===== src/rtl/segment_cell_face_crossing_macros.svh =====
// Assertion macros shared by the face crossing block.
`ifndef SEGMENT_CELL_FACE_CROSSING_MACROS_SVH
`define SEGMENT_CELL_FACE_CROSSING_MACROS_SVH

// Check that cons holds in the same cycle as ante.
`define SCFC_ASSERT_NOW(label, ante, cons) \
  label: assert property (@(posedge clk_i) disable iff (!rst_ni) (ante) |-> (cons)) \
    else $error("scfc assertion failed");

// Check that cons holds in the cycle after ante.
`define SCFC_ASSERT_NEXT(label, ante, cons) \
  label: assert property (@(posedge clk_i) disable iff (!rst_ni) (ante) |=> (cons)) \
    else $error("scfc assertion failed");

`endif


===== src/rtl/scfc_pkg.sv =====
// Package with widths, types and constants of the face crossing block.
package scfc_pkg;

  localparam int COORD_FRAC_BITS = 16;
  localparam int PARAM_FRAC_BITS = 24;

  localparam int NAX = 3;                 // axes
  localparam int CW  = 32;                // coordinate width
  localparam int SW  = 31;                // size register width
  localparam int CIW = 2;                 // config index width
  localparam int DVW = CW + 1;            // segment vector width
  localparam int DW  = CW + 3;            // numerator / denominator width
  localparam int QW  = PARAM_FRAC_BITS + 1;  // quotient magnitude width
  localparam int SGW = QW + 1;            // signed parameter width
  localparam int MW  = CW + 2;            // product magnitude width
  localparam int HW  = MW + 2;            // unsaturated hit width
  localparam int PW  = CW + PARAM_FRAC_BITS;  // fraction product width
  localparam int NST = QW + 4;            // pipeline depth

  localparam logic [SW-1:0] SIZE_RST = SW'(1 << COORD_FRAC_BITS);
  localparam int S_TOL = ((1 << PARAM_FRAC_BITS) + 500000) / 1000000;
  localparam logic signed [SGW-1:0] S_LO = SGW'(-S_TOL);
  localparam logic signed [SGW-1:0] S_HI = SGW'((1 << PARAM_FRAC_BITS) + S_TOL);

  typedef enum logic [CIW-1:0] {
    REG_SIZE_X = 2'd0,
    REG_SIZE_Y = 2'd1,
    REG_SIZE_Z = 2'd2
  } cfg_reg_e;

  typedef enum logic [2:0] {
    FACE_XMIN = 3'd0,
    FACE_XMAX = 3'd1,
    FACE_YMIN = 3'd2,
    FACE_YMAX = 3'd3,
    FACE_ZMIN = 3'd4,
    FACE_ZMAX = 3'd5
  } face_e;

  typedef logic signed [CW-1:0] coord_t;

  typedef struct packed {
    logic ok;    // face candidate survives den and range checks
    logic neg;   // numerator negative
    logic odd;   // max face of the axis
  } tag_t;

  typedef struct packed {
    tag_t            tag;
    logic [DW-1:0]   n;
    logic [DW-1:0]   d;
  } lane_t;

  typedef struct packed {
    tag_t            tag;
    logic [QW-1:0]   q;
  } quo_t;

  typedef struct packed {
    logic signed [CW-1:0]  st;
    logic signed [DVW-1:0] dv;
  } axis_t;

  typedef axis_t [NAX-1:0] segd_t;

  typedef struct packed {
    logic                  found;
    face_e                 face;
    logic signed [SGW-1:0] s;
    segd_t                 seg;
  } pick_t;

endpackage


===== src/rtl/scfc_div.sv =====
// Pipelined restoring divider, one quotient bit per stage.
module scfc_div (
  input  logic             clk_i,
  input  logic             en_i,
  input  scfc_pkg::lane_t  lane_i,
  output scfc_pkg::quo_t   quo_o
);

  logic [scfc_pkg::DW-1:0] r_q   [scfc_pkg::QW];
  logic [scfc_pkg::DW-1:0] d_q   [scfc_pkg::QW];
  logic [scfc_pkg::QW-1:0] q_q   [scfc_pkg::QW];
  scfc_pkg::tag_t          tag_q [scfc_pkg::QW];

  for (genvar k = 0; k < scfc_pkg::QW; k++) begin : g_st
    logic [scfc_pkg::DW-1:0] r_d;
    logic [scfc_pkg::QW-1:0] q_d;
    logic [scfc_pkg::DW-1:0] dd;
    scfc_pkg::tag_t          tag_d;
    logic                    ge;

    if (k == 0) begin : g_first
      // integer bit: numerator is below twice the divisor
      assign dd    = lane_i.d;
      assign tag_d = lane_i.tag;
      assign ge    = (lane_i.n >= lane_i.d);
      assign r_d   = ge ? (lane_i.n - lane_i.d) : lane_i.n;
      assign q_d   = scfc_pkg::QW'(ge);
    end else begin : g_next
      logic [scfc_pkg::DW:0] r2;
      // shift remainder, subtract when it fits
      assign dd    = d_q[k-1];
      assign tag_d = tag_q[k-1];
      assign r2    = {r_q[k-1], 1'b0};
      assign ge    = (r2 >= {1'b0, d_q[k-1]});
      assign r_d   = ge ? scfc_pkg::DW'(r2 - {1'b0, d_q[k-1]}) : scfc_pkg::DW'(r2);
      assign q_d   = {q_q[k-1][scfc_pkg::QW-2:0], ge};
    end

    always_ff @(posedge clk_i) begin
      if (en_i) begin
        r_q[k]   <= r_d;
        d_q[k]   <= dd;
        q_q[k]   <= q_d;
        tag_q[k] <= tag_d;
      end
    end
  end

  assign quo_o.tag = tag_q[scfc_pkg::QW-1];
  assign quo_o.q   = q_q[scfc_pkg::QW-1];

endmodule


===== config.mk =====
export PLATFORM = sky130hd
export DESIGN_NAME = scfc_div
export DESIGN_NICKNAME = d
export VERILOG_FILES = /design/src/rtl/segment_cell_face_crossing_macros.svh /design/src/rtl/scfc_pkg.sv /design/src/rtl/scfc_div.sv
export SDC_FILE = /design/constraint.sdc
export NUM_CORES = 2
export LEC_CHECK = 0
export ABC_CLOCK_PERIOD_IN_PS = 11300
export BUFFER_PORTS_ARGS = -buffer_cell sky130_fd_sc_hd__buf_4
export CAP_MARGIN = 20
export CORE_ASPECT_RATIO = 2
export CORE_MARGIN = 2
export CORE_UTILIZATION = 40
export CTS_BUF_LIST = sky130_fd_sc_hd__clkbuf_16
export DETAILED_ROUTE_END_ITERATION = 7
export PLACE_DENSITY = 0.52
export SYNTH_ARGS = -nofsm -noshare
export SYNTH_HDL_FRONTEND = slang
export SYNTH_SLANG_ARGS = --single-unit

===== constraint.sdc =====
create_clock -name clk_i -period 11.3 [get_ports clk_i]
set_input_delay 2.26 -clock clk_i [delete_from_list [all_inputs] [get_ports clk_i]]
set_output_delay 2.26 -clock clk_i [all_outputs]
set_load 0.005 [all_outputs]

### After elaboration in Yosys (flattened, before gate mapping)

Memory sizes are Yosys's and may differ from the RTL's.
Cells that the tools add are included.

| cells by class | value |
|---|---|
| $add $sub $neg | 25 |
| multiplexer cells | 27 |
| $lt $le $gt $ge | 25 |

Operator list:

| operator | number |
|---|---|
| $mux 35 | 25 |
| $sub 35x35->35 | 25 |
| $ge 36x35->1 | 24 |
| $ge 35x35->1 | 1 |
| $mux 1 | 2 |

| word-level totals | value |
|---|---|
| input bits | 75 |
| memories kept | 4 |
| RAM bits | 2,450 |
| output and inout port bits | 28 |
| bits in registers | 0 |
| word-level logic and storage cells | 81 |

Memories:

| memory | depth | bits a word | rd ports | clocked after memory_dff | write ports | line | RTL |
|---|---|---|---|---|---|---|---|
| d_q | 25 | 35 | 24 | 0 | 25 | scfc_div.sv:10 | `logic [scfc_pkg::DW-1:0] d_q [scfc_pkg::QW];` |
| r_q | 25 | 35 | 24 | 0 | 25 | scfc_div.sv:9 | `logic [scfc_pkg::DW-1:0] r_q [scfc_pkg::QW];` |
| q_q | 25 | 25 | 25 | 0 | 25 | scfc_div.sv:11 | `logic [scfc_pkg::QW-1:0] q_q [scfc_pkg::QW];` |
| tag_q | 25 | 3 | 25 | 0 | 25 | scfc_div.sv:12 | `scfc_pkg::tag_t tag_q [scfc_pkg::QW];` |

### Depth between registers and ports, before layout

An unclocked memory read counts as a cell.

| logic depth | value |
|---|---|
| depth in word-level cells | 3 |
| gate-level depth with buffers | 16 |
| depth with buffers taken out | 15 |

### Worst setup path before layout

No wires, ideal clock.

| path | value |
|---|---|
| path type | input to register |
| start point | input lane_i[4] (netlist name) |
| end point | memory r_q[0][20] (netlist name), data pin |
| required time | 11,040 ps |
| path buffers | 1 |
| slack | 6,124 ps |
| arrival | 4,916 ps |
| stages on the path | 13 |
| library setup time | 260 ps |
| path through | inv_1 ha_1 a21o_1 or3_1 o22ai_2 o21ai_1 o21ai_2 a21oi_1 a21oi_2 o21ai_1 a311oi_4 buf_4 mux2_2 |

RTL lines:

| element | line | RTL |
|---|---|---|
| from (decl) | scfc_div.sv:5 | `input scfc_pkg::lane_t lane_i,` |
| to (decl) | scfc_div.sv:9 |  |

==> metrics <==
status=finished clean; Area Growth Syn to Fin=10.5%; via count=82.0k; average size of a mapped cell=11.1 um2; share of post-route cells with drive strength above 1=6.68%; Clock power frac=18.8%; Int Pwr=22.6 mW; Die Wd=386 um; Top delay family on crit path=compound AO/OA/AOI/OAI gates; CP Data Required Time=11.95 ns; Worst-Skew Late Latency=0.91 ns; initial antenna violation count=10; CTS tree=yes; Switching Share=41.9%; WS Path Type=in2reg; Ys Warns=0; Routed WL=382 mm; global-route wire length before repair=542 mm; CP cell instances=buf_4 -> inv_1 -> ha_1 -> inv_1 -> fa_1 -> a211oi_1 -> o21ai_1 -> a211oi_1 -> o21ai_1 -> a311oi_2 -> a211oi_1 -> o221ai_1 -> o21ai_1 -> o21ai_1 -> xnor2_1 -> mux2_2; DRC Markers=0; fmax=169 MHz; placed insts=14.3k; TNS Setup=0 ns; Max VDD drop=0.141 mV; Relative slew margins=9.38%; Root Driver=clkbuf_16; total congestion overflow=0; period utilization=52.3%; hold_buf cts=0; fin crit period=5.91 ns; Net Count, Synth=11.5k; Mapped Area=117000 um2; clock buffer depth=4; Worst-path clk slew=0.07 ns; Power, Total=38.9 mW; Die Span Y=768 um; Worst-Margin Slew=1.35 ns; vias per inst=5.58; post-synth cell types=98; Routed WL per cell=26.0 um; H-Tree Depth=4; crit path DAT=6.55 ns; largest fanout on the critical path=3; Fin Clk Skew=0.0433 ns; Num CTS Buffers=211; fillers=27.0k; detailed-router iteration count before antenna repair=6; post-cts sizing count=0; Combinational Power Share=48.6%; hpwl dp=305 mm; RSZ-0062 raised after global routing=no; P_leak=52.8 nW; startpoint types=primary input; gate count of the mapped netlist=10.6k; Non-Filler Instances=14.7k; drt initial violations=3908; worst hold path class=reg2reg; clock sinks=2080; FFs w/ async S/R, synth=0%; Tot GR Track Use=25.2%; initial cell density of the core=40.2%; largest net degree at the start of global routing=172; Final GP Congestion=1.01; IO Count=103; area of the core=291000 um2; Seq pwr share=32.7%; P per Cell Area=302 nW/um2; sequential area share after synthesis=53.5%; max cap viols=0; post-synthesis register bit count=2080; die area=297000 um2; number of flops mapped to enable cells by yosys=2080; WP buf/inv=3; hold slack final=0.406 ns; Final Hold Viols=0; IO Port Bufs=102; Slew Viols, Final=0; most frequent cell on the critical path=o21ai_1; Final Setup Violations=0; net switching power=16.3 mW; Crit. End Element=register; slowest stage delay, CP=0.74 ns; post-route ant nets=0; fin nets=11.7k; slowest stage cell, crit path=a211oi_1; Synth Flop Type=edfxtp_1; vias in the first global route=88.5k; setup bufs post-CTS=0; num rows=280
[power by group through the flow]
| stage | logic [mW] | clock network [mW] | registers (mW) |
|---|---|---|---|
| after floorplan | 12.8 | 0 | 12.3 |
| after global placement | 18.4 | 0 | 12.8 |
| after detailed placement | 18.7 | 0 | 12.8 |
| after CTS | 18.8 | 7.48 | 12.7 |
| after global routing | 20.4 | 7.73 | 12.9 |
| final | 18.9 | 7.31 | 12.7 |
[flip-flops by register name, summed over array words and instances (netlist names)]
register  cells
d_q         840
q_q         325
r_q         840
tag_q        75
[stage by stage]
step,instance area (um2),utilization [%],setup slack (ns)
floorplan,117000,-,6.12
global placement,122000,41.9,4.41
detailed placement,122000,42.0,4.54
CTS,129000,44.3,5.52
global route,129000,44.4,5.39
finish,129000,44.4,5.39
[metal layers]
layer  track usage, %  wire length (um)
met5                0                 8
met4             28.8             52600
met3             2.56              8500
met2             56.3            239000
met1             13.4             81900
[kinds of logic (layout without fill, tap and decap cells)]
group / count (synthesis) / after routing / share of synthesized area, %
fa+ha+maj: 898 / 898 / 9.77
compound gates: 3075 / 3075 / 16.3
flops: 2080 / 2080 / 53.5
other cells: 0 / 40 / 0
simple gates: 2305 / 2305 / 9.15
mux: 118 / 118 / 1.17
buf+inv: 1344 / 1629 / 4.54
xor+xnor: 741 / 741 / 5.56
[worst paths after layout]
path / startpoint / endpoint / slack, ns / cells past startpoint
setup / recovery: lane_i[35] / r_q[0][34] / 5.39 / 16
hold reg to reg: q_q[1][84] / q_q[1][110] / 0.41 / 0
setup reg to reg: r_q[2][70] / r_q[2][106] / 5.63 / 12
hold / removal: q_q[1][84] / q_q[1][110] / 0.41 / 0
[worst register-to-register path, stage by stage, from the launching register on]
cell and delay, ns:
edfxtp_1 0.44, fa_1 0.53, a211oi_2 0.32, o21bai_1 0.13
a21oi_1 0.45, o21ai_0 0.31, a221oi_2 0.73, o21ai_1 0.27
a31oi_1 0.44, o21ai_1 0.30, a21oi_4 0.44, buf_4 0.55
mux2_2 0.52
[synthesized netlist by cell type, types with 13 or more instances]
| library cell | n | area share [%] |
|---|---|---|
| edfxtp_1 | 2080 | 53 |
| inv_1 | 1044 | 3.4 |
| nand2_1 | 951 | 3.1 |
| o21ai_0 | 931 | 4.0 |
| ha_1 | 874 | 9.4 |
| a21oi_1 | 850 | 3.6 |
| a21o_1 | 514 | 3.3 |
| nor2_1 | 464 | 1.5 |
| xnor2_1 | 394 | 3.0 |
| xor2_1 | 347 | 2.6 |
| nand3_1 | 181 | 0.78 |
| clkbuf_1 | 173 | 0.56 |
| nand4_1 | 143 | 0.77 |
| nor2b_1 | 120 | 0.64 |
| nand2b_1 | 110 | 0.59 |
| o21bai_1 | 105 | 0.67 |
| mux2_2 | 98 | 0.94 |
| nor3_1 | 95 | 0.41 |
| a31oi_1 | 89 | 0.48 |
| buf_2 | 83 | 0.36 |
| o21a_1 | 79 | 0.51 |
| a211oi_1 | 67 | 0.43 |
| and3_1 | 66 | 0.35 |
| o31ai_1 | 62 | 0.40 |
| o21ai_1 | 37 | 0.16 |
| and2_1 | 36 | 0.19 |
| o211ai_1 | 33 | 0.21 |
| or3_1 | 33 | 0.18 |
| a211o_1 | 29 | 0.22 |
| a21boi_0 | 24 | 0.15 |
| and4_1 | 24 | 0.18 |
| fa_1 | 24 | 0.41 |
| a221oi_1 | 23 | 0.17 |
| nor3b_1 | 19 | 0.12 |
| nor4_1 | 18 | 0.096 |
| buf_4 | 16 | 0.10 |
| o31a_1 | 15 | 0.11 |
| a22o_1 | 14 | 0.10 |
| a41oi_1 | 13 | 0.097 |
[layout make-up]
cell class              instances  area [um2]  share of cell area, %
diodes                         40         100                 0.0775
clock buffers                 216        5410                   4.19
clock inverters               166        1560                   1.21
inverters                    1049        3940                   3.05
multi-input cells            7137       49200                   38.1
flip-flops and latches       2080       62500                   48.4
well taps                    3807        4760                   3.69
repair buffers                198        1630                   1.26
[cell usage in the layout (no fill, tap or decap), types with 47 or more instances in the layout]
| cell | n |
|---|---|
| edfxtp_1 | 2080 |
| inv_1 | 1080 |
| nand2_1 | 951 |
| o21ai_0 | 928 |
| ha_1 | 874 |
| a21oi_1 | 846 |
| a21o_1 | 514 |
| nor2_1 | 463 |
| xnor2_1 | 394 |
| xor2_1 | 347 |
| clkbuf_16 | 216 |
| buf_4 | 182 |
| nand3_1 | 180 |
| nand4_1 | 143 |
| nor2b_1 | 120 |
| nand2b_1 | 110 |
| o21bai_1 | 105 |
| mux2_2 | 98 |
| nor3_1 | 92 |
| a31oi_1 | 87 |
| o21a_1 | 79 |
| and3_1 | 66 |
| a211oi_1 | 65 |
| o31ai_1 | 62 |
| clkinv_1 | 47 |
No activity file was read; power rests on OpenSTA's default activity.
