==> config.mk <==
export PLATFORM = sky130hd
export DESIGN_NAME = scfc_pick
export DESIGN_NICKNAME = d
export VERILOG_FILES = /design/src/rtl/segment_cell_face_crossing_macros.svh /design/src/rtl/scfc_pkg.sv /design/src/rtl/scfc_pick.sv
export SDC_FILE = /design/constraint.sdc
export NUM_CORES = 1
export LEC_CHECK = 0
export BUFFER_PORTS_ARGS = -buffer_cell sky130_fd_sc_hd__buf_2
export CAP_MARGIN = 20
export CORE_MARGIN = 5
export CORE_UTILIZATION = 30
export CTS_CLUSTER_SIZE = 25
export DETAILED_ROUTE_END_ITERATION = 16
export HOLD_SLACK_MARGIN = 0.05
export PLACE_DENSITY_LB_ADDON = 0.08
export SETUP_SLACK_MARGIN = 0.2
export SYNTH_ARGS = -nofsm -noshare
export SYNTH_HDL_FRONTEND = slang
export SYNTH_SLANG_ARGS = --single-unit
==> constraint.sdc <==
create_clock -name clk_i -period 26.5 [get_ports clk_i]
set_clock_uncertainty 0.2 [all_clocks]
set_input_delay 1.325 -clock clk_i [delete_from_list [all_inputs] [get_ports clk_i]]
set_output_delay 1.325 -clock clk_i [all_outputs]
set_load 0.02 [all_outputs]
==> src/rtl/segment_cell_face_crossing_macros.svh <==
// Assertion macros shared by the face crossing block.
`ifndef SEGMENT_CELL_FACE_CROSSING_MACROS_SVH
`define SEGMENT_CELL_FACE_CROSSING_MACROS_SVH

// Check that cons holds in the same cycle as ante.
`define SCFC_ASSERT_NOW(label, ante, cons) \
  label: assert property (@(posedge clk_i) disable iff (!rst_ni) (ante) |-> (cons)) \
    else $error("scfc assertion failed");

// Check that cons holds in the cycle after ante.
`define SCFC_ASSERT_NEXT(label, ante, cons) \
  label: assert property (@(posedge clk_i) disable iff (!rst_ni) (ante) |=> (cons)) \
    else $error("scfc assertion failed");

`endif

==> src/rtl/scfc_pkg.sv <==
// Package with widths, types and constants of the face crossing block.
package scfc_pkg;

  localparam int COORD_FRAC_BITS = 16;
  localparam int PARAM_FRAC_BITS = 24;

  localparam int NAX = 3;                 // axes
  localparam int CW  = 32;                // coordinate width
  localparam int SW  = 31;                // size register width
  localparam int CIW = 2;                 // config index width
  localparam int DVW = CW + 1;            // segment vector width
  localparam int DW  = CW + 3;            // numerator / denominator width
  localparam int QW  = PARAM_FRAC_BITS + 1;  // quotient magnitude width
  localparam int SGW = QW + 1;            // signed parameter width
  localparam int MW  = CW + 2;            // product magnitude width
  localparam int HW  = MW + 2;            // unsaturated hit width
  localparam int PW  = CW + PARAM_FRAC_BITS;  // fraction product width
  localparam int NST = QW + 4;            // pipeline depth

  localparam logic [SW-1:0] SIZE_RST = SW'(1 << COORD_FRAC_BITS);
  localparam int S_TOL = ((1 << PARAM_FRAC_BITS) + 500000) / 1000000;
  localparam logic signed [SGW-1:0] S_LO = SGW'(-S_TOL);
  localparam logic signed [SGW-1:0] S_HI = SGW'((1 << PARAM_FRAC_BITS) + S_TOL);

  typedef enum logic [CIW-1:0] {
    REG_SIZE_X = 2'd0,
    REG_SIZE_Y = 2'd1,
    REG_SIZE_Z = 2'd2
  } cfg_reg_e;

  typedef enum logic [2:0] {
    FACE_XMIN = 3'd0,
    FACE_XMAX = 3'd1,
    FACE_YMIN = 3'd2,
    FACE_YMAX = 3'd3,
    FACE_ZMIN = 3'd4,
    FACE_ZMAX = 3'd5
  } face_e;

  typedef logic signed [CW-1:0] coord_t;

  typedef struct packed {
    logic ok;    // face candidate survives den and range checks
    logic neg;   // numerator negative
    logic odd;   // max face of the axis
  } tag_t;

  typedef struct packed {
    tag_t            tag;
    logic [DW-1:0]   n;
    logic [DW-1:0]   d;
  } lane_t;

  typedef struct packed {
    tag_t            tag;
    logic [QW-1:0]   q;
  } quo_t;

  typedef struct packed {
    logic signed [CW-1:0]  st;
    logic signed [DVW-1:0] dv;
  } axis_t;

  typedef axis_t [NAX-1:0] segd_t;

  typedef struct packed {
    logic                  found;
    face_e                 face;
    logic signed [SGW-1:0] s;
    segd_t                 seg;
  } pick_t;

endpackage

==> src/rtl/scfc_pick.sv <==
// Range check on each face parameter and selection of the nearest face.
module scfc_pick (
  input  logic                                clk_i,
  input  logic                                en_i,
  input  scfc_pkg::quo_t [scfc_pkg::NAX-1:0]  quo_i,
  input  scfc_pkg::segd_t                     sb_i,
  output scfc_pkg::pick_t                     pick_o
);

  scfc_pkg::pick_t pick_d;
  scfc_pkg::pick_t pick_q;

  // Scan axes in face order; a tie keeps the earlier face
  always_comb begin
    logic signed [scfc_pkg::SGW-1:0] s;
    logic                            acc;
    pick_d       = '0;
    pick_d.seg   = sb_i;
    pick_d.face  = scfc_pkg::FACE_XMIN;
    for (int a = 0; a < scfc_pkg::NAX; a++) begin
      s = signed'(scfc_pkg::SGW'(quo_i[a].q));
      if (quo_i[a].tag.neg) begin
        s = -s;
      end
      acc = quo_i[a].tag.ok && (s > scfc_pkg::S_LO) && (s < scfc_pkg::S_HI);
      if (acc && (!pick_d.found || (s < pick_d.s))) begin
        pick_d.found = 1'b1;
        pick_d.s     = s;
        pick_d.face  = scfc_pkg::face_e'({2'(a), quo_i[a].tag.odd});
      end
    end
  end

  always_ff @(posedge clk_i) begin
    if (en_i) begin
      pick_q <= pick_d;
    end
  end

  assign pick_o = pick_q;

endmodule

Word-level counts from Yosys, hierarchy flattened
Index checks and enable logic that the tools add are counted.
- bits in registers: 225
- bits in latches: 0
- memory bits (writable): 0
- memory bits (read-only): 0
- input port bits: 281
- output and inout port bits: 225
- word-level logic and storage cells: 39
- memories: 0
- $add $sub $neg: 3
- $mul: 0
- div/mod/pow operators: 0
- order comparisons: 8
- eq/ne operators: 0
- shift-type cells: 0
- multiplexer cells: 6
- bitwise logic cells: 0
- reductions and logical operators: 12
- operator list (cell ; count):
    $gt A26 B6 Y1 const B ; 3
    $lt A26 B26 Y1 const B ; 3
    $mux W26 ; 3
    $neg A25 Y26 ; 3
    $mux W30 ; 2
    $lt A26 B26 Y1 ; 2
    $mux W27 ; 1
    $logic_and A1 B1 Y1 ; 8
    $logic_not A1 Y1 ; 2
    $logic_or A1 B1 Y1 ; 2

Longest topological paths before layout
Gate-level depths: netlist of run 1.
- depth after elaboration: 14
- mapped depth: 38
- mapped depth without buffers: 31

Least setup slack after synthesis of run 1
No wires, ideal clock.
- path kind: input -> register
- from: input quo_i[0] in the netlist's numbering
- to: register pick_q, in the netlist pick_o[221] (data pin)
- library setup time: 0.260 ns
- data arrival time: 9.519 ns
- required time: 26.040 ns
- path slack: 16.521 ns
- stages: 34
- buffers on the path: 5
- cell sequence: inv_1 -> ha_1 -> or3b_2 -> clkbuf_1 -> or4_4 -> o31ai_2 -> xnor2_1 -> or4_1 -> nor2_2 -> o21a_1 -> buf_2 -> buf_1 -> buf_1 -> nand2_1 -> ha_1 -> a21o_1 -> a21o_1 -> a21o_1 -> a211oi_1 -> o22ai_1 -> a211oi_1 -> xnor2_1 -> a21oi_1 -> clkbuf_1 -> a22oi_1 -> ha_1 -> and3_1 -> a221o_1 -> a221oi_1 -> o221ai_1 -> xor2_1 -> a21oi_1 -> a2111oi_4 -> mux2_2
- RTL lines (what ; RTL line ; text):
    from (decl) ; scfc_pick.sv:5 ; input scfc_pkg::quo_t [scfc_pkg::NAX-1:0] quo_i,
    to (signal assigned) ; scfc_pick.sv:36 ; pick_q <= pick_d;
    to (decl) ; scfc_pick.sv:11 ; scfc_pkg::pick_t pick_q;

==> results of run 1 <==
## area by class of cell
type	instances	area [µm²]
Tap cell	525	656.9
Inverter	49	183.9
Fill cell	3909	23860
Antenna cell	3	7.507
Timing Repair Buffer	510	2575
Clock inverter	14	112.6
Multi-Input combinational cell	659	4886
Sequential cell	225	6756
Clock buffer	32	694.4
## report_power, final
group / internal [µW] / leakage (µW) / switching, µW
combinational: 70.7 / 0.00380 / 133
sequential: 426 / 0.00220 / 6.25
clock: 196 / 0.000387 / 142
total: 692 / 0.00638 / 281
## critical path, delay by kind of cell
| family | cells | cell delay (ns) |
|---|---|---|
| adders and majority gates | 3 | 0.80 |
| muxes | 1 | 0.38 |
| AOI/OAI and AO/OA | 15 | 4.90 |
| xor gates and xnor gates | 3 | 0.65 |
| and+or+nand+nor | 5 | 1.71 |
| buffers and inverters | 5 | 1.03 |
## worst paths after layout
check | endpoint | slack (ns) | cells past startpoint
min | pick_o[174] | 0.77 | 1
max | pick_o[214] | 15.72 | 32
## stage by stage
stage | utilization, % | total power (µW) | setup slack [ns] | instance area (µm²)
final | 39.95 | 973.4 | 15.72 | 15870
after global routing | 39.95 | 1021 | 15.07 | 15870
after CTS | 39.93 | 989.0 | 15.79 | 15870
after detailed placement | 37.90 | 645.2 | 15.27 | 15060
after global placement | 37.90 | 644.7 | 15.48 | 15060
after floorplan | - | 552.6 | 16.52 | 12050
## metal layers
layer | GRT usage (%) | up-vias
met5 | 0 | -
met4 | 4.740 | 0
met3 | 4.346 | 56
met2 | 34.60 | 343
met1 | 23.46 | 4907
li1 | - | 4841
## logic make-up after synthesis
family | Yosys count
adders and majority gates | 53
and+or+nand+nor | 271
DFF | 225
xor gates and xnor gates | 78
buffers and inverters | 104
muxes | 32
AOI/OAI and AO/OA | 225
## layout by cell type (no fill, tap or decap), drive strengths merged, types with 5 or more instances in the layout
cell type  netlist  layout
buf             11     510
edfxtp         225     225
ha              53      53
xnor2           50      50
nand2           50      50
inv             49      50
o21ai           37      37
clkbuf          44      32
nor2            30      30
xor2            28      28
a21oi           28      28
nor4            28      28
nand4           26      26
mux2i           23      23
nor3            22      22
nand2b          20      20
o31ai           20      20
or4             19      19
a21o            18      18
or3             17      17
o41ai           14      14
nand3           13      13
a22oi           13      13
or2             11      11
a211oi          10      10
mux2             9       9
clkinv           0       9
a31oi            8       8
o211ai           8       8
nor2b            7       7
o22ai            7       7
a2bb2oi          7       7
a2111oi          7       7
and4             6       6
nand4b           5       5
o21a             5       5
==> run metrics, run 1 <==
main flop type after synthesis=edfxtp_1; Critical Path Max Stage Delay=0.91 ns; Die Y=210.4 µm; pwr/cell area=slightly above 60 nW/µm²; Rel. slew slack=between 30 and 40%; Post-synth ARST share=0%; core area=39730 µm²; DR WL met3=3.249 mm; fraction of layout cells with a size suffix above 1=around two fifths; Post-synth EDFFs=around 230; Clock transition at path regs=around 0.06 ns; min-delay src=sb_i[174]; largest family of logic cells by synthesized area=compound AO/OA/AOI/OAI gates; Data required, critical path=26.57 ns; Root Driver=clkbuf_16; Site Rows=73; TritonCTS Sinks=approximately 230; Synth area leader=edfxtp_1; initial antenna violation count=9; hold crit path type=in -> reg; CP max-delay cell=a2111oi_4; setup bufs post-CTS=0; endpoints failing setup=0; drt pass-1 iters=5; gr ovfl total=0; status=finished, final reports clean; met2 WL=23.49 mm; Least-Margin Pin Slew=approximately 1.0 ns; hold_ws=roughly 0.77 ns; critical path class=in -> reg; max-cap violations=0; Mapped Area=~12000 µm²; CP Max Fanout=28; Synth Net Count=between 1000 and 1500; post-synth top area share=a little under three fifths; DR top layer=met4; Post-Synth XOR/XNOR Area=5.671%; Mapped Cells=slightly below 1000; Compound-Gate Fraction of Synth Area=13.53%; M1 WL=~18 mm; vias in the first global route=just under 10000; largest net degree at the start of global routing=83; Initial Utilization=a little under a third; YS warnings=0; Vias per Instance=5.031; Die W=approximately 210 µm; Netlist cell types=between 70 and 80; Post-DRT Antenna Nets=0; fin nets=roughly 1800; post-synthesis mux area share=under 10%; drt wl/cell=22.72 µm; gpl congestion=0.8613; CP Data Arrival Time=between 10 and 15 ns; Synth Register Bits=roughly 230; CTS Buffer Depth=3; Ports=506; first-pass GRT wire length=between 60 and 70 mm; via count=10150; wirelength, routed=45.82 mm; Leakage=approximately 0.0064 µW; Critical Path Start=quo_i[0]; port buffer count=505; adder-cell share of the synthesized area=under 10%; post-layout min period=roughly 11 ns; maximum vdd ir drop=0.04141 mV; synth top area cells=edfxtp_1, ha_1, xnor2_1; Setup TNS=0 ns; Final Hold Violating Endpoints=0; unrepaired setup endpoints after global routing=no; top post-synthesis cells by count=edfxtp_1, ha_1, nand2_1, xnor2_1, inv_1; max frequency=0.09279 GHz; DRT iter0 DRCs=561; Placed Cells=1968; post-CTS sizing=0; hold buffer count at CTS=0; CTS tree=yes; Tcrit/Tclk final=roughly two fifths; simple-gate share of the synthesized area=13.07%; final slew viol count=0; die area=44260 µm²; hpwl dp=between 30 and 40 mm; Num CTS Buffers=26; max FFs per register=225; GRT Overall Usage=about 19%; Area Overhead vs Synth=31.76%; Final Instance Count excl. Fillers=around 2000; H-tree depth=1; drt drc=0; Worst setup EP type=flip-flop; Crit path top cell by count=ha_1; post-synthesis sequential area ratio=a little under three fifths; syn avg cell area=12.19 µm²; most frequent cell after synthesis=edfxtp_1; startpoint types=primary input
(Power assumes the default switching activity.)
==> inputs of run 2 (changes only) <==
- clock period: 26.5 -> 9.36 ns (I/O delays scaled with it)
==> run 2 against run 1 <==
  * Final area is 14% higher
  * First-iteration DRC count is 28% higher
  * Final cell count is 11% higher
  * Total power grew to 3.0 times the previous value
  * Utilization is 5.5 points higher
  * Clock-buffer cell count is 1 higher
  * Largest power group unchanged
  * Critical path type unchanged
==> run metrics, run 2 (synthesized netlist as in run 1, its figures left out) <==
final slew viol count=0; Data required, critical path=~9.4 ns; Tcrit/Tclk final=between 90% and 100%; Critical Path Max Stage Delay=between 0.7 and 0.8 ns; max-cap violations=0; largest net degree at the start of global routing=110; H-tree depth=1; startpoint types=primary input; first-pass GRT wire length=69.68 mm; clock share of power=a little over a third; Die Y=210.4 µm; Die W=~210 µm; CTS Buffer Depth=3; Rel. slew slack=just over 30%; gr ovfl total=0; Gate power share=about 23%; critical path class=in -> reg; status=finished, final reports clean; endpoints failing setup=0; Leakage=between 0.007 and 0.008 µW; Crit path top cell by count=nand4_1; Sw Share=between 20% and 30%; fraction of layout cells with a size suffix above 1=a little over a third; Sequential Power Share=41.9%; Setup TNS=0 ns; pwr/cell area=161.8 nW/µm²; via count=11010; Final Hold Violating Endpoints=0; CP Buf/Inv Count=5; CP max-delay cell=or4_1; maximum vdd ir drop=between 0.1 and 0.15 mV; max frequency=~0.12 GHz; gpl congestion=between 0.8 and 0.9; post-layout min period=approximately 8.6 ns; Initial Utilization=30.32%; Num CTS Buffers=27; port buffer count=between 500 and 600; commonest cells after routing, fill and taps aside=buf_2, edfxtp_1, dlygate4sd3_1, ha_1, nand2_1; drt wl/cell=21.42 µm; delay-heaviest family, CP=compound AO/OA/AOI/OAI gates; Vias per Instance=4.925; most common library cell in the layout ignoring fill and taps=buf_2; max FFs per register=around 230; CP Data Arrival Time=a little under 9 ns; Ports=~510; stages on the worst setup path=32; Worst setup EP type=flip-flop; CTS tree=yes; Root Driver=clkbuf_16; hpwl dp=38.28 mm; placed cell areas=roughly 15000 µm²; core area=just under 40000 µm²; GRT Overall Usage=slightly above 20%; Clock transition at path regs=~0.050 ns; Critical Path Start=quo_i[0]; DRT iter0 DRCs=about 720; CP Max Fanout=26; Internal Power=2105 µW; crit path to=pick_o[216]; drt pass-1 iters=4; die area=44260 µm²; initial antenna violation count=6; fin nets=roughly 2000; P_sw=slightly above 800 µW; Least-Margin Pin Slew=between 1 and 1.5 ns; Area Overhead vs Synth=50.05%; Post-DRT Antenna Nets=0; setup bufs post-CTS=0; TritonCTS Sinks=between 200 and 250; unrepaired setup endpoints after global routing=no; hold crit path type=in -> reg; Final Cell Area=approximately 18000 µm²; vias in the first global route=~11000; wirelength, routed=47.87 mm; drt drc=0; Fillers=roughly 3800; Site Rows=73
run 2: metrics by stage:
stage | util (%) | power [µW] | setup slack, ns | instances | hold slack, ns
final | 45.50 | 2925 | 0.7616 | 2235 | 0.1700
after detailed placement | 38.27 | 1837 | 0.1882 | 1986 | 0.4462
after global routing | 45.50 | 3061 | 0.1769 | 2235 | 0.1689
after global placement | 38.27 | 1835 | 0.2202 | 1986 | 0.4442
after CTS | 45.43 | 2961 | 0.7227 | 2230 | 0.1494
after floorplan | - | 1565 | 0.2381 | 988 | 0.3669
run 2: what timing repair did:
item	in CTS	in global routing
hold buffers	196	0
hold endpoints to repair	196	0
endpoints found under the setup margin	0	27
gates resized for setup	0	4
run 2: worst min path at each step:
stage	start	to	slack, ns	depth (start not counted)
after floorplan	sb_i[0]	pick_o[0]	0.37	0
after CTS	quo_i[53]	pick_o[221]	0.15	3
after global placement	sb_i[124]	pick_o[124]	0.44	1
after detailed placement	sb_i[192]	pick_o[192]	0.45	1
after global routing	quo_i[53]	pick_o[221]	0.17	3
final	quo_i[53]	pick_o[221]	0.17	3
run 2: layer usage:
metal	share of wire, %	GRT usage, %
met3	6.0	3.721
met5	0.027	0
met2	51	36.19
met4	3.0	6.550
met1	40	24.97
run 2: worst min-delay path, cell delays in order:
cell and delay (ns):
buf_2 0.08, a22o_1 0.11, mux2_2 0.14
run 2: final cells by class:
cell class	count	area [µm²]	area share, %
Clock buffer	33	698.2	3.862
Tap cell	525	656.9	3.634
Clock inverter	15	182.7	1.011
Antenna cell	5	12.51	0.06922
Multi-Input combinational cell	659	4901	27.11
Sequential cell	225	6756	37.38
Inverter	49	183.9	1.018
Timing Repair Buffer	724	4684	25.92
run 2: power groups by stage:
stage          clock network (µW)  logic (µW)  registers, µW
6_report                     1040         658           1230
5_1_grt                      1120         712           1230
2_1_floorplan                   0         206           1360
3_3_place_gp                    0         591           1240
3_5_place_dp                    0         590           1250
4_1_cts                      1070         663           1230
