==> config.mk <==
export PLATFORM = sky130hd
export DESIGN_NAME = scfc_front
export DESIGN_NICKNAME = d
export VERILOG_FILES = /design/src/rtl/segment_cell_face_crossing_macros.svh /design/src/rtl/scfc_pkg.sv /design/src/rtl/scfc_front.sv
export SDC_FILE = /design/constraint.sdc
export NUM_CORES = 1
export LEC_CHECK = 0
export ABC_CLOCK_PERIOD_IN_PS = 5600
export BUFFER_PORTS_ARGS = -buffer_cell sky130_fd_sc_hd__buf_2
export CORE_MARGIN = 2
export CORE_UTILIZATION = 39
export DETAILED_ROUTE_END_ITERATION = 8
export PLACE_DENSITY = 0.68
export SLEW_MARGIN = 20
export SYNTH_ARGS = -nofsm -noshare
export SYNTH_HDL_FRONTEND = slang
export SYNTH_SLANG_ARGS = --single-unit
==> constraint.sdc <==
create_clock -name clk_i -period 5.6 [get_ports clk_i]
set_clock_uncertainty 0.1 [all_clocks]
set_input_delay 0.28 -clock clk_i [delete_from_list [all_inputs] [get_ports clk_i]]
set_output_delay 0.28 -clock clk_i [all_outputs]
set_load 0.05 [all_outputs]
==> src/rtl/segment_cell_face_crossing_macros.svh <==
// Assertion macros shared by the face crossing block.
`ifndef SEGMENT_CELL_FACE_CROSSING_MACROS_SVH
`define SEGMENT_CELL_FACE_CROSSING_MACROS_SVH

// Check that cons holds in the same cycle as ante.
`define SCFC_ASSERT_NOW(label, ante, cons) \
  label: assert property (@(posedge clk_i) disable iff (!rst_ni) (ante) |-> (cons)) \
    else $error("scfc assertion failed");

// Check that cons holds in the cycle after ante.
`define SCFC_ASSERT_NEXT(label, ante, cons) \
  label: assert property (@(posedge clk_i) disable iff (!rst_ni) (ante) |=> (cons)) \
    else $error("scfc assertion failed");

`endif

==> src/rtl/scfc_pkg.sv <==
// Package with widths, types and constants of the face crossing block.
package scfc_pkg;

  localparam int COORD_FRAC_BITS = 16;
  localparam int PARAM_FRAC_BITS = 24;

  localparam int NAX = 3;                 // axes
  localparam int CW  = 32;                // coordinate width
  localparam int SW  = 31;                // size register width
  localparam int CIW = 2;                 // config index width
  localparam int DVW = CW + 1;            // segment vector width
  localparam int DW  = CW + 3;            // numerator / denominator width
  localparam int QW  = PARAM_FRAC_BITS + 1;  // quotient magnitude width
  localparam int SGW = QW + 1;            // signed parameter width
  localparam int MW  = CW + 2;            // product magnitude width
  localparam int HW  = MW + 2;            // unsaturated hit width
  localparam int PW  = CW + PARAM_FRAC_BITS;  // fraction product width
  localparam int NST = QW + 4;            // pipeline depth

  localparam logic [SW-1:0] SIZE_RST = SW'(1 << COORD_FRAC_BITS);
  localparam int S_TOL = ((1 << PARAM_FRAC_BITS) + 500000) / 1000000;
  localparam logic signed [SGW-1:0] S_LO = SGW'(-S_TOL);
  localparam logic signed [SGW-1:0] S_HI = SGW'((1 << PARAM_FRAC_BITS) + S_TOL);

  typedef enum logic [CIW-1:0] {
    REG_SIZE_X = 2'd0,
    REG_SIZE_Y = 2'd1,
    REG_SIZE_Z = 2'd2
  } cfg_reg_e;

  typedef enum logic [2:0] {
    FACE_XMIN = 3'd0,
    FACE_XMAX = 3'd1,
    FACE_YMIN = 3'd2,
    FACE_YMAX = 3'd3,
    FACE_ZMIN = 3'd4,
    FACE_ZMAX = 3'd5
  } face_e;

  typedef logic signed [CW-1:0] coord_t;

  typedef struct packed {
    logic ok;    // face candidate survives den and range checks
    logic neg;   // numerator negative
    logic odd;   // max face of the axis
  } tag_t;

  typedef struct packed {
    tag_t            tag;
    logic [DW-1:0]   n;
    logic [DW-1:0]   d;
  } lane_t;

  typedef struct packed {
    tag_t            tag;
    logic [QW-1:0]   q;
  } quo_t;

  typedef struct packed {
    logic signed [CW-1:0]  st;
    logic signed [DVW-1:0] dv;
  } axis_t;

  typedef axis_t [NAX-1:0] segd_t;

  typedef struct packed {
    logic                  found;
    face_e                 face;
    logic signed [SGW-1:0] s;
    segd_t                 seg;
  } pick_t;

endpackage

==> src/rtl/scfc_front.sv <==
// Size registers and per-axis numerator / denominator setup stage.
module scfc_front (
  input  logic                          clk_i,
  input  logic                          rst_ni,
  input  logic                          en_i,
  input  logic                          cfg_we_i,
  input  logic [scfc_pkg::CIW-1:0]      cfg_idx_i,
  input  logic [scfc_pkg::SW-1:0]       cfg_data_i,
  input  scfc_pkg::coord_t [scfc_pkg::NAX-1:0] st_i,
  input  scfc_pkg::coord_t [scfc_pkg::NAX-1:0] end_i,
  output scfc_pkg::lane_t  [scfc_pkg::NAX-1:0] lane_o,
  output scfc_pkg::segd_t                      sb_o
);

  logic [scfc_pkg::SW-1:0]               size_q [scfc_pkg::NAX];
  scfc_pkg::lane_t [scfc_pkg::NAX-1:0]   lane_q;
  scfc_pkg::segd_t                       sb_q;

  // Write size registers
  always_ff @(posedge clk_i or negedge rst_ni) begin
    if (!rst_ni) begin
      size_q[0] <= scfc_pkg::SIZE_RST;
      size_q[1] <= scfc_pkg::SIZE_RST;
      size_q[2] <= scfc_pkg::SIZE_RST;
    end else if (cfg_we_i) begin
      unique case (scfc_pkg::cfg_reg_e'(cfg_idx_i))
        scfc_pkg::REG_SIZE_X: size_q[0] <= cfg_data_i;
        scfc_pkg::REG_SIZE_Y: size_q[1] <= cfg_data_i;
        scfc_pkg::REG_SIZE_Z: size_q[2] <= cfg_data_i;
        default: ;
      endcase
    end
  end

  // Pick the face facing the motion on each axis and form num2, den2
  for (genvar a = 0; a < scfc_pkg::NAX; a++) begin : g_ax
    logic signed [scfc_pkg::DVW-1:0] dv;
    logic        [scfc_pkg::DVW-1:0] dmag;
    logic signed [scfc_pkg::DW-1:0]  szx;
    logic signed [scfc_pkg::DW-1:0]  st2;
    logic signed [scfc_pkg::DW-1:0]  num2;
    logic        [scfc_pkg::DW-1:0]  n;
    logic        [scfc_pkg::DW-1:0]  d;
    logic                            odd;
    logic                            ok;

    assign dv   = scfc_pkg::DVW'(end_i[a]) - scfc_pkg::DVW'(st_i[a]);
    assign dmag = dv[scfc_pkg::DVW-1] ? scfc_pkg::DVW'(-dv) : scfc_pkg::DVW'(dv);
    assign odd  = (dv > 0);
    assign szx  = signed'(scfc_pkg::DW'(size_q[a]));
    assign st2  = scfc_pkg::DW'(st_i[a]) <<< 1;
    assign num2 = odd ? (szx - st2) : (szx + st2);
    assign n    = num2[scfc_pkg::DW-1] ? scfc_pkg::DW'(-num2) : scfc_pkg::DW'(num2);
    assign d    = scfc_pkg::DW'({dmag, 1'b0});
    // drop parallel segments and quotients of magnitude two or more
    assign ok   = (dv != 0) && ({1'b0, n} < {d, 1'b0});

    always_ff @(posedge clk_i) begin
      if (en_i) begin
        lane_q[a].tag.ok  <= ok;
        lane_q[a].tag.neg <= num2[scfc_pkg::DW-1];
        lane_q[a].tag.odd <= odd;
        lane_q[a].n       <= n;
        lane_q[a].d       <= d;
        sb_q[a].st        <= st_i[a];
        sb_q[a].dv        <= dv;
      end
    end
  end

  assign lane_o = lane_q;
  assign sb_o   = sb_q;

endmodule

# == Yosys cells after proc, flatten, opt, wreduce, memory -nomap -nowiden ==
# Cells that the tools add are included.
# Widths: inputs -> output; s select.
# word_totals
register_bits,501
inputBits,229
elab_cells,66
# classes
add_sub_neg,15
n_lt_le_gt_ge,6
eq_ne,2
mux,9
reduce_logical,10
# ops
operator,n
$mux 35,6
$lt 35x35->1,3
$neg 35->35,3
$add 32x33->34,3
$sub 32x33->34,3
$gt 33x1->1 const B,3
$mux 33,3
$neg 33->33,3
$reduce_bool 33->1,3
$sub 32x32->33,3
$reduce_and 2->1,3
$logic_and 1x1->1,3
$eq 2x1->1 const B,1
$eq 2x2->1 const B,1
$logic_not 2->1,1

# == Logic depth before layout (Yosys ltp) ==
# Gate-level depths: netlist of run 1.
# depth
ltp_word,7
ltp_mapped,48
depth_no_buf,45

# == Worst setup path after synthesis of run 1 ==
# OpenSTA, ideal clock, no wires.
# synth_timing
path_kind,input to register
startpoint,in st_i[81] (netlist bit)
endpoint,"reg lane_q, in the netlist lane_o[218] (data pin)"
arrival_ns,8.804
slack_ns,-3.560
path_stages,36
n_path_buf,3
path_cell_list,inv_1 > ha_1 > clkbuf_1 > nand4_1 > or3_1 > and3_1 > o21a_1 > o41ai_1 > nand2_1 > a31oi_1 > inv_1 > a21o_1 > buf_2 > inv_1 > buf_1 > o31ai_1 > xnor2_1 > ha_1 > a21o_1 > a221o_1 > a21o_1 > o21ai_0 > a21oi_1 > a2111oi_0 > nand4_1 > or4_1 > nand4b_1 > or4_1 > nor4_1 > ha_1 > nand4_1 > nor2_1 > nand3_1 > or3_1 > or3_1 > o211a_1
# synth_via
elab_chain_len,7
word_cells_on_any_way,12
classes_between,add/sub (5); order compare (2); mux (3); reduce/logical (2)
# synth_lines
element,line,source
from (decl),scfc_front.sv:9,"input scfc_pkg::coord_t [scfc_pkg::NAX-1:0] st_i,"
$sub 32x32->33 (*),scfc_front.sv:47,assign dv = scfc_pkg::DVW'(end_i[a]) - scfc_pkg::DVW'(st_i[a]);
$gt 33x1->1 (*),scfc_front.sv:49,assign odd = (dv > 0);
named net g_ax[2].odd,scfc_front.sv:44,logic odd;
$mux 35 (*),scfc_front.sv:52,assign num2 = odd ? (szx - st2) : (szx + st2);
$neg 35->35,scfc_front.sv:53,assign n = num2[scfc_pkg::DW-1] ? scfc_pkg::DW'(-num2) : scfc_pkg::DW'(num2);
$mux 35 (*),scfc_front.sv:53,
named net g_ax[2].n (one bit),scfc_front.sv:42,logic [scfc_pkg::DW-1:0] n;
$lt 35x35->1 (*),scfc_front.sv:56,"assign ok = (dv != 0) && ({1'b0, n} < {d, 1'b0});"
$logic_and 1x1->1 (*),scfc_front.sv:56,
named net g_ax[2].ok,scfc_front.sv:45,logic ok;
to (decl),scfc_front.sv:16,scfc_pkg::lane_t [scfc_pkg::NAX-1:0] lane_q;
# Mark *: on every way through the listed nets, which the timed path passes. The rest lies on a longest branch.
# A chain may end at the register's enable or synchronous reset.

# == Worst setup path in the final report of run 1 ==
# layout_timing
startpoint,in st_i[66] (netlist bit)
endpoint,"reg lane_q, in the netlist lane_o[218] (data pin)"
# layout_via
elab_chain_len,7
word_cells_on_any_way,12
classes_between,add/sub (5); order compare (2); mux (3); reduce/logical (2)
# layout_lines
element,line
$sub 32x32->33,scfc_front.sv:47
$gt 33x1->1,scfc_front.sv:49
$mux 35 (*),scfc_front.sv:52
$neg 35->35,scfc_front.sv:53
$mux 35 (*),scfc_front.sv:53
named net g_ax[2].n (one bit),scfc_front.sv:42
$lt 35x35->1 (*),scfc_front.sv:56
$logic_and 1x1->1 (*),scfc_front.sv:56
named net g_ax[2].ok,scfc_front.sv:45
# Marked as above.

==> metrics.md, run 1 <==
| Metric | Value |
|---|---|
| Outcome | finished with violations |
| Violations in the final reports | setup timing |
| Sum of net half-perimeters after detailed placement | 117100 um |
| Root cell of the clock tree | sky130_fd_sc_hd__clkbuf_16 |
| Cell leakage power | 27.02 nW |
| Post-DRT Antenna Nets | 0 |
| Critical path required time | 5.90 ns |
| Number of clock sinks | 498 |
| Die H | 307.8 um |
| Area share of fa/ha/maj cells after synthesis | 10.55% |
| Minimum clock period after layout | 8.157 ns |
| Number of synthesized flops with an enable pin | 405 |
| Layout overhead on the synthesized area | 64.80% |
| Max IR drop VDD | 0.3754 mV |
| Sequential share of the synthesized area | 40.26% |
| Delay of the slowest critical-path stage | 0.56 ns |
| Critical-path cell with the highest stage delay | sky130_fd_sc_hd__or4_4 |
| Initial core utilization | 39.33% |
| Worst slew margin relative to its limit | 36.56% |
| Worst hold margin | 0.07270 ns |
| Worst-path fanout max | 4 |
| Nets | 6408 |
| Unrepaired setup endpoints after global routing | true |
| Comb pwr share | 64.9% |
| Largest net degree at the start of global routing | 127 |
| Number of cells traversed by the worst register-to-register path | 23 |
| Number of buffers added on ports | 636 |
| Floorplan die width | 307.8 um |
| Share of synthesized cell area in and, or, nand and nor gates | 14.70% |
| Kind of capture point of the worst setup path | register |
| Final count of pins violating max slew | 0 |
| Critical R2R Capture | lane_o[218]$_DFFE_PP_ |
| Switching component of the power | 11.67 mW |
| Average wire length per cell after detail routing | 20.73 um |
| Overall die area | 94740 um2 |
| Clk buf depth | 3 |
| Initial antenna violation count | 15 |
| Number of standard-cell rows in the floorplan | 111 |
| Endpoints failing hold | 0 |
| Share of total power in sequential cells | 20.7% |
| Mean cell area of the mapped netlist | 9.778 um2 |
| Cell count after synthesis | 3681 |
| Routed wire length | 147500 um |
| Predominant post-synthesis flop cell | sky130_fd_sc_hd__edfxtp_1 |
| Origin of the critical flop-to-flop path | g_ax[2].szx[1]$_DFFE_PN0P_ |
| CTS HTree Levels | 2 |
| Average vias per placed instance | 5.275 |
| Number of maximum-capacitance constraint violations | 0 |
| Core Footprint | 91520 um2 |
| Worst setup slack after layout | -2.557 ns |
| Post-Route Utilization | 64.81% |
| Vias after detailed routing | 37.54k |
| Distinct cell type count of the synthesized netlist | 96 |
| Global-route wire length before repair | 213400 um |
| Post-synthesis sequential element count | 498 |
| Num CTS Buffers | 57 |
| Layout fillers | 7236 |
| Total GRT Usage | 29.44% |
| Relative contribution of the clock network to total power | 14.4% |
| Fraction of the cycle the final worst path needs | 145.7% |
| Worst Setup Path Type | input port to register |
| Worst min-delay path category | input port to register |
| P_int | 15.16 mW |
| FFs w/ async S/R, synth | 18.67% |
| Power density cells | 452.2 nW/um2 |
| Switching portion of total power | 43.50% |
| Largest family of logic cells by synthesized area | compound AO/OA/AOI/OAI gates |
| Mux share of post-synthesis cell area | 3.195% |
| Maximum operating frequency | 122.6 MHz |
| Count of pins on the block boundary | 643 |
| Iter 0 DRT Violations | 2456 |
| Data arrival at the endpoint of the critical path | 8.46 ns |
| Start point of the critical path | st_i[66] |
| Final weighted congestion in routability-driven placement | 0.9689 |
| Setup-violating endpoint count in the final report | 105 |
| Crit path launch type | input port |
| Vias in the first global route | 37.27k |
| Fraction of the mapped netlist area in compound gates | 16.99% |
| Drt first pass iters | 5 |
| Critical path capture point | lane_o[218]$_DFFE_PP_ |
| Count of synthesis-stage warnings from yosys | 0 |
| Skew-Pair Late Insertion Delay | 0.67 ns |
| Residual overflow from global routing | 0 |
| Clock slew at the register clock pins of the worst setup and hold paths | 0.06 ns |
| Placed instance count | 6738 |
| Actual transition at the worst max-transition pin | 0.9516 ns |
| Share of the synthesized netlist area taken by xor and xnor gates | 9.733% |
| Number of cells in the finished layout apart from fillers | 7117 |
| DRC | 0 |
| FF-to-FF setup slack | -0.13 ns |
| Share of layout cells above drive strength 1 | 49.06% |
| Mapped Area | 35990 um2 |
| Clock tree from TritonCTS | yes |
==> power groups by stage <==
| stage | combinational [mW] | sequential, mW | clock [mW] |
|---|---|---|---|
| floorplan | 6.23 | 7.94 | 0 |
| global placement | 15.1 | 5.63 | 0 |
| detailed placement | 15.3 | 5.63 | 0 |
| CTS | 16.4 | 5.56 | 3.92 |
| global route | 18.5 | 5.62 | 4.04 |
| finish | 17.4 | 5.56 | 3.85 |
==> cell usage after synthesis (9+ instances only) <==
master | number | area (um2)
sky130_fd_sc_hd__and3_1 | 24 | 150.1
sky130_fd_sc_hd__nand4_1 | 63 | 394.1
sky130_fd_sc_hd__clkbuf_1 | 87 | 326.6
sky130_fd_sc_hd__or4_1 | 22 | 165.2
sky130_fd_sc_hd__a211oi_1 | 24 | 180.2
sky130_fd_sc_hd__o21a_1 | 45 | 337.8
sky130_fd_sc_hd__nand2_1 | 250 | 938.4
sky130_fd_sc_hd__nor2_1 | 223 | 837.1
sky130_fd_sc_hd__a21o_1 | 100 | 750.7
sky130_fd_sc_hd__a31o_2 | 10 | 87.58
sky130_fd_sc_hd__and4_1 | 11 | 96.34
sky130_fd_sc_hd__dfrtp_1 | 90 | 2252
sky130_fd_sc_hd__ha_1 | 294 | 3679
sky130_fd_sc_hd__nor3_1 | 97 | 485.5
sky130_fd_sc_hd__nand3b_1 | 14 | 105.1
sky130_fd_sc_hd__o41ai_1 | 20 | 175.2
sky130_fd_sc_hd__nand3_1 | 69 | 345.3
sky130_fd_sc_hd__o31a_1 | 9 | 78.83
sky130_fd_sc_hd__a31oi_1 | 29 | 181.4
sky130_fd_sc_hd__nor4_1 | 37 | 231.5
sky130_fd_sc_hd__xnor2_1 | 294 | 2575
sky130_fd_sc_hd__mux2_2 | 95 | 1070
sky130_fd_sc_hd__or2_2 | 26 | 162.7
sky130_fd_sc_hd__buf_1 | 9 | 33.78
sky130_fd_sc_hd__inv_1 | 295 | 1107
sky130_fd_sc_hd__o21ai_0 | 199 | 996.0
sky130_fd_sc_hd__edfxtp_1 | 405 | 12160
sky130_fd_sc_hd__nor2b_1 | 45 | 281.5
sky130_fd_sc_hd__a21oi_1 | 246 | 1231
sky130_fd_sc_hd__and2_1 | 26 | 162.7
sky130_fd_sc_hd__a21boi_0 | 15 | 112.6
sky130_fd_sc_hd__o21bai_1 | 24 | 180.2
sky130_fd_sc_hd__o31ai_1 | 55 | 412.9
sky130_fd_sc_hd__buf_4 | 10 | 75.07
sky130_fd_sc_hd__a211o_1 | 9 | 78.83
sky130_fd_sc_hd__o21ai_2 | 9 | 78.83
sky130_fd_sc_hd__o2111ai_1 | 9 | 78.83
sky130_fd_sc_hd__nand2b_1 | 34 | 212.7
sky130_fd_sc_hd__or3_1 | 52 | 325.3
sky130_fd_sc_hd__xor2_1 | 106 | 928.4
sky130_fd_sc_hd__o211ai_1 | 20 | 150.1
==> cell usage in the layout (no fill, tap or decap), types with 41 or more instances in the layout <==
cell type	count
sky130_fd_sc_hd__a21oi_1	168
sky130_fd_sc_hd__dlygate4sd3_1	128
sky130_fd_sc_hd__mux2_2	94
sky130_fd_sc_hd__dfrtp_1	90
sky130_fd_sc_hd__nand3_1	60
sky130_fd_sc_hd__buf_4	1388
sky130_fd_sc_hd__o21a_1	42
sky130_fd_sc_hd__a21oi_2	58
sky130_fd_sc_hd__xor2_1	83
sky130_fd_sc_hd__o21ai_0	122
sky130_fd_sc_hd__clkbuf_16	60
sky130_fd_sc_hd__nand4_1	63
sky130_fd_sc_hd__xnor2_2	67
sky130_fd_sc_hd__nor3_1	77
sky130_fd_sc_hd__nand2_1	223
sky130_fd_sc_hd__edfxtp_1	405
sky130_fd_sc_hd__a21o_1	98
sky130_fd_sc_hd__xnor2_1	216
sky130_fd_sc_hd__buf_6	77
sky130_fd_sc_hd__inv_1	275
sky130_fd_sc_hd__nor2_1	189
sky130_fd_sc_hd__or3_1	41
sky130_fd_sc_hd__buf_2	620
sky130_fd_sc_hd__ha_1	253
==> per-layer routing <==
layer / GRT usage (%) / up-vias / routed length [um]
met2: 51.39 / 1123 / 73590
li1: - / 17950 / -
met1: 36.69 / 18140 / 60350
met4: 12.30 / 8 / 6638
met5: 0 / - / 45
met3: 3.544 / 321 / 6877
==> registers in the layout (all words and copies together), names as in the netlist <==
register	flops
sb_o	193
g_ax.szx	93
lane_o	212
==> logic make-up after synthesis <==
logic type | Yosys count
xor+xnor | 400
buf+inv | 415
other cells | 1
simple gates | 1037
flops | 498
mux | 103
fa+ha+maj | 300
compound gates | 927
==> critical path, delay by kind of cell <==
family / cells / cell delay [ns]
AOI/OAI and AO/OA: 9 / 1.74
xor gates and xnor gates: 2 / 0.28
adders and majority gates: 3 / 0.82
buffers and inverters: 6 / 0.64
and+or+nand+nor: 18 / 4.69
==> worst min path at each step <==
stage,startpoint,cells after the start,slack [ns],to
2_1_floorplan,rst_ni,0,-0.12,g_ax[0].szx[0]$_DFFE_PN0P_
3_3_place_gp,rst_ni,1,0.1,g_ax[1].szx[30]$_DFFE_PN0P_
3_5_place_dp,rst_ni,1,0.10,g_ax[1].szx[27]$_DFFE_PN0P_
4_1_cts,en_i,1,0.05,lane_o[62]$_DFFE_PP_
5_1_grt,en_i,1,0.09,sb_o[130]$_DFFE_PP_
6_report,en_i,1,0.07,sb_o[162]$_DFFE_PP_
==> what timing repair did <==
item,4_1_cts,5_1_grt
endpoints found under the setup margin,105,105
endpoints found under the hold margin,208,0
cloned,1,1
hold buffers,129,0
resized for setup,335,324
pin swaps,185,181
setup buffers,108,80
==> cell type report <==
cell class | instances | area (um2) | area share (%)
multi-input combinational | 2779 | 23960 | 40.39
timing repair buffer | 2245 | 16250 | 27.39
sequential | 498 | 14490 | 24.43
clock buffer | 70 | 1518 | 2.559
tap | 1186 | 1484 | 2.502
inverter | 298 | 1225 | 2.065
clock inverter | 36 | 382.9 | 0.6454
antenna | 5 | 12.51 | 0.02109
==> stage by stage <==
step                TNS (ns)  setup WS (ns)  instance area [um2]  power, mW
CTS                   -84.50         -2.646                57240      25.89
floorplan             -76.10         -2.377                37600      14.18
global placement     -197.05         -3.813                51720      20.69
global route         -120.82         -2.827                59320      28.20
detailed placement   -205.13         -3.844                51720      20.90
finish                -99.03         -2.557                59320      26.83
Power figures use the tool's default switching activity.
==> inputs of run 2 (changes only) <==
--- a/config.mk
+++ b/config.mk
@@ -6,7 +6,7 @@
 export NUM_CORES = 1
 export LEC_CHECK = 0
 export ABC_CLOCK_PERIOD_IN_PS = 5600
-export BUFFER_PORTS_ARGS = -buffer_cell sky130_fd_sc_hd__buf_2
+export BUFFER_PORTS_ARGS = -buffer_cell sky130_fd_sc_hd__buf_4
 export CORE_MARGIN = 2
 export CORE_UTILIZATION = 39
 export DETAILED_ROUTE_END_ITERATION = 8
==> metrics.md, run 2 (synthesis results as in run 1) <==
| Metric | Value |
|---|---|
| Worst setup slack before clock tree synthesis | -3.673 ns (+0.1719 ns) |
| Number of buffers added on ports | 636 (unchanged) |
| CTS HTree Levels | 2 (unchanged) |
| Clock slew at the register clock pins of the worst setup and hold paths | 0.06 ns (about the same) |
| Nets | 6443 (+0.55%) |
| Overall die area | 94740 um2 (unchanged) |
| Switching component of the power | 12.03 mW (+3.1%) |
| Relative contribution of the clock network to total power | 13.7% (-0.7 points) |
| Average vias per placed instance | 5.337 (+1.2%) |
| Share of total power in sequential cells | 20.2% (-0.5 points) |
| Worst min-delay path category | input port to register |
| Largest net degree at the start of global routing | 146 (+15%) |
| Layout overhead on the synthesized area | 71.86% |
| Critical path required time | 5.92 ns (+0.02 ns) |
| Placed instance count | 6731 (-0.10%) |
| Outcome | finished with violations |
| Unrepaired setup endpoints after global routing | true |
| Final weighted congestion in routability-driven placement | 0.9865 (+1.8%) |
| Leading cell type in the layout, fill and taps excluded | sky130_fd_sc_hd__buf_4 |
| Flip-flop count of the largest register, all copies and words added | 212 (unchanged) |
| Num CTS Buffers | 55 (-3.5%) |
| Initial core utilization | 39.33% (unchanged) |
| Number of clock sinks | 498 (unchanged) |
| DRC | 0 (unchanged) |
| Violations in the final reports | setup timing |
| Actual transition at the worst max-transition pin | 0.8482 ns (-0.1034 ns) |
| Switching portion of total power | 43.41% (-0.096 points) |
| Kind of capture point of the worst setup path | register |
| Routed wire length | 152800 um (+3.6%) |
| Iter 0 DRT Violations | 2558 (+4.2%) |
| Cell Area, Placed | 53250 um2 (+3.0%) |
| P_int | 15.68 mW (+3.5%) |
| Count of pins on the block boundary | 643 (unchanged) |
| Worst Setup Path Type | input port to register |
| Root cell of the clock tree | sky130_fd_sc_hd__clkbuf_16 |
| Final count of pins violating max slew | 0 (unchanged) |
| Power density cells | 447.9 nW/um2 (-0.95%) |
| Total GRT Usage | 30.55% (+1.1 points) |
| Worst slew margin relative to its limit | 43.45% (+6.9 points) |
| Floorplan die width | 307.8 um (unchanged) |
| Skew-Pair Late Insertion Delay | 0.67 ns (about the same) |
| Average wire length per cell after detail routing | 21.38 um (+3.1%) |
| Max IR drop VDD | 0.3190 mV (-15%) |
| Crit-path most repeated cell | sky130_fd_sc_hd__buf_12 |
| Fraction of the cycle the final worst path needs | 149.2% (+3.5 points) |
| Die H | 307.8 um (unchanged) |
| Number of cells in the finished layout apart from fillers | 7149 (+0.45%) |
| Layout fillers | 6890 (-4.8%) |
| Cell leakage power | 28.00 nW (+3.7%) |
| Worst hold margin | 0.03047 ns (-0.04223 ns) |
| Post-DRT Antenna Nets | 0 (unchanged) |
| Number of standard-cell rows in the floorplan | 111 (unchanged) |
| Initial antenna violation count | 7 (-8) |
| Endpoints failing hold | 0 (unchanged) |
| Share of layout cells above drive strength 1 | 50.28% (+1.2 points) |
| Core Footprint | 91520 um2 (unchanged) |
| Worst-path fanout max | 6 (+2) |
| Post-layout power | 27.71 mW (+3.3%) |
| Maximum operating frequency | 119.7 MHz (-2.4%) |
| Vias after detailed routing | 38.15k (+1.6%) |
| Delay of the slowest critical-path stage | 0.45 ns (-0.11 ns) |
| Post-Route Setup TNS | -107.60 ns (-8.562 ns) |
| Sum of net half-perimeters after detailed placement | 119500 um (+2.1%) |
| Crit path launch type | input port |
| Post-Route Utilization | 67.59% (+2.8 points) |
| Minimum clock period after layout | 8.355 ns (+0.1987 ns) |
| Setup-violating endpoint count in the final report | 105 (unchanged) |
| Worst setup slack after layout | -2.755 ns (-0.1987 ns) |
| Number of maximum-capacitance constraint violations | 0 (unchanged) |
| Clock tree from TritonCTS | yes |
| Global-route wire length before repair | 220600 um (+3.3%) |
| Critical-path cell with the highest stage delay | sky130_fd_sc_hd__nor3_1 |
| Vias in the first global route | 38.24k (+2.6%) |
| Data arrival at the endpoint of the critical path | 8.67 ns (+0.21 ns) |
| Drt first pass iters | 6 (+1) |
| Comb pwr share | 66.0% (+1.1 points) |
| Clk buf depth | 3 (unchanged) |
| Non-Filler Cell Area, Final | 61860 um2 (+4.3%) |
| Residual overflow from global routing | 0 (unchanged) |
| Leading cell types in the layout, fill and taps excluded | sky130_fd_sc_hd__buf_4 (2010), sky130_fd_sc_hd__edfxtp_1 (405), sky130_fd_sc_hd__inv_1 (271) |
-- run 2: repair_timing --
item,in CTS,in global routing
setup endpoints to repair,105,108
hold buffers,129,0
gates resized for setup,499,294
buffers inserted,162,96
gates cloned,4,0
endpoints found under the hold margin,220,0
pin swaps,188,208
-- run 2: final timing paths --
kind	startpoint	to	slack [ns]	depth (start not counted)
max in group asynchronous	rst_ni	g_ax[2].szx[29]$_DFFE_PN0P_	4.50	3
setup / recovery	end_i[32]	lane_o[145]$_DFFE_PP_	-2.76	46
setup reg to reg	g_ax[2].szx[1]$_DFFE_PN0P_	lane_o[218]$_DFFE_PP_	-0.35	22
hold reg to reg	g_ax[2].szx[8]$_DFFE_PN0P_	g_ax[2].szx[8]$_DFFE_PN0P_	0.41	1
min in group asynchronous	rst_ni	g_ax[0].szx[16]$_DFFE_PN1P_	0.06	2
hold / removal	en_i	sb_o[162]$_DFFE_PP_	0.03	1
-- run 2: cell type report --
cell class                 count  area, um2  share of cell area (%)
antenna                        2      5.005                0.008091
clock buffer                  60       1416                   2.290
clock inverter                44      436.7                  0.7059
inverter                     298       1230                   1.988
multi-input combinational   2779      24470                   39.56
sequential                   498      14490                   23.43
tap                         1186       1484                   2.399
timing repair buffer        2281      18310                   29.60
timing repair inverter         1      16.27                 0.02630
-- run 2: routing by layer --
layer  part of all wire (%)  GRT usage (%)  wire, um  vias to the layer above
li1                       -              -         -                    18020
met5                  0.031              0        48                        -
met2                     49          53.33     75390                     1340
met3                    5.4          4.012      8228                      416
met4                    5.7          15.04      8697                        8
met1                     40          36.98     60470                    18370
-- run 2: worst max-delay path: cells and delay by family --
| family | cells | cell delay (ns) |
|---|---|---|
| AO/OA/AOI/OAI | 16 | 3.06 |
| XOR/XNOR | 3 | 0.45 |
| adder cells (fa/ha/maj) | 4 | 1.00 |
| buffers and inverters | 13 | 1.43 |
| AND/OR/NAND/NOR | 10 | 2.40 |
-- run 2: power by group through the flow --
stage | Sequential [mW] | Clock, mW | Combinational (mW)
floorplan | 7.94 | 0 | 6.23
global placement | 5.67 | 0 | 15.5
detailed placement | 5.67 | 0 | 15.7
CTS | 5.60 | 3.86 | 17.2
global route | 5.66 | 3.99 | 19.4
finish | 5.61 | 3.80 | 18.3
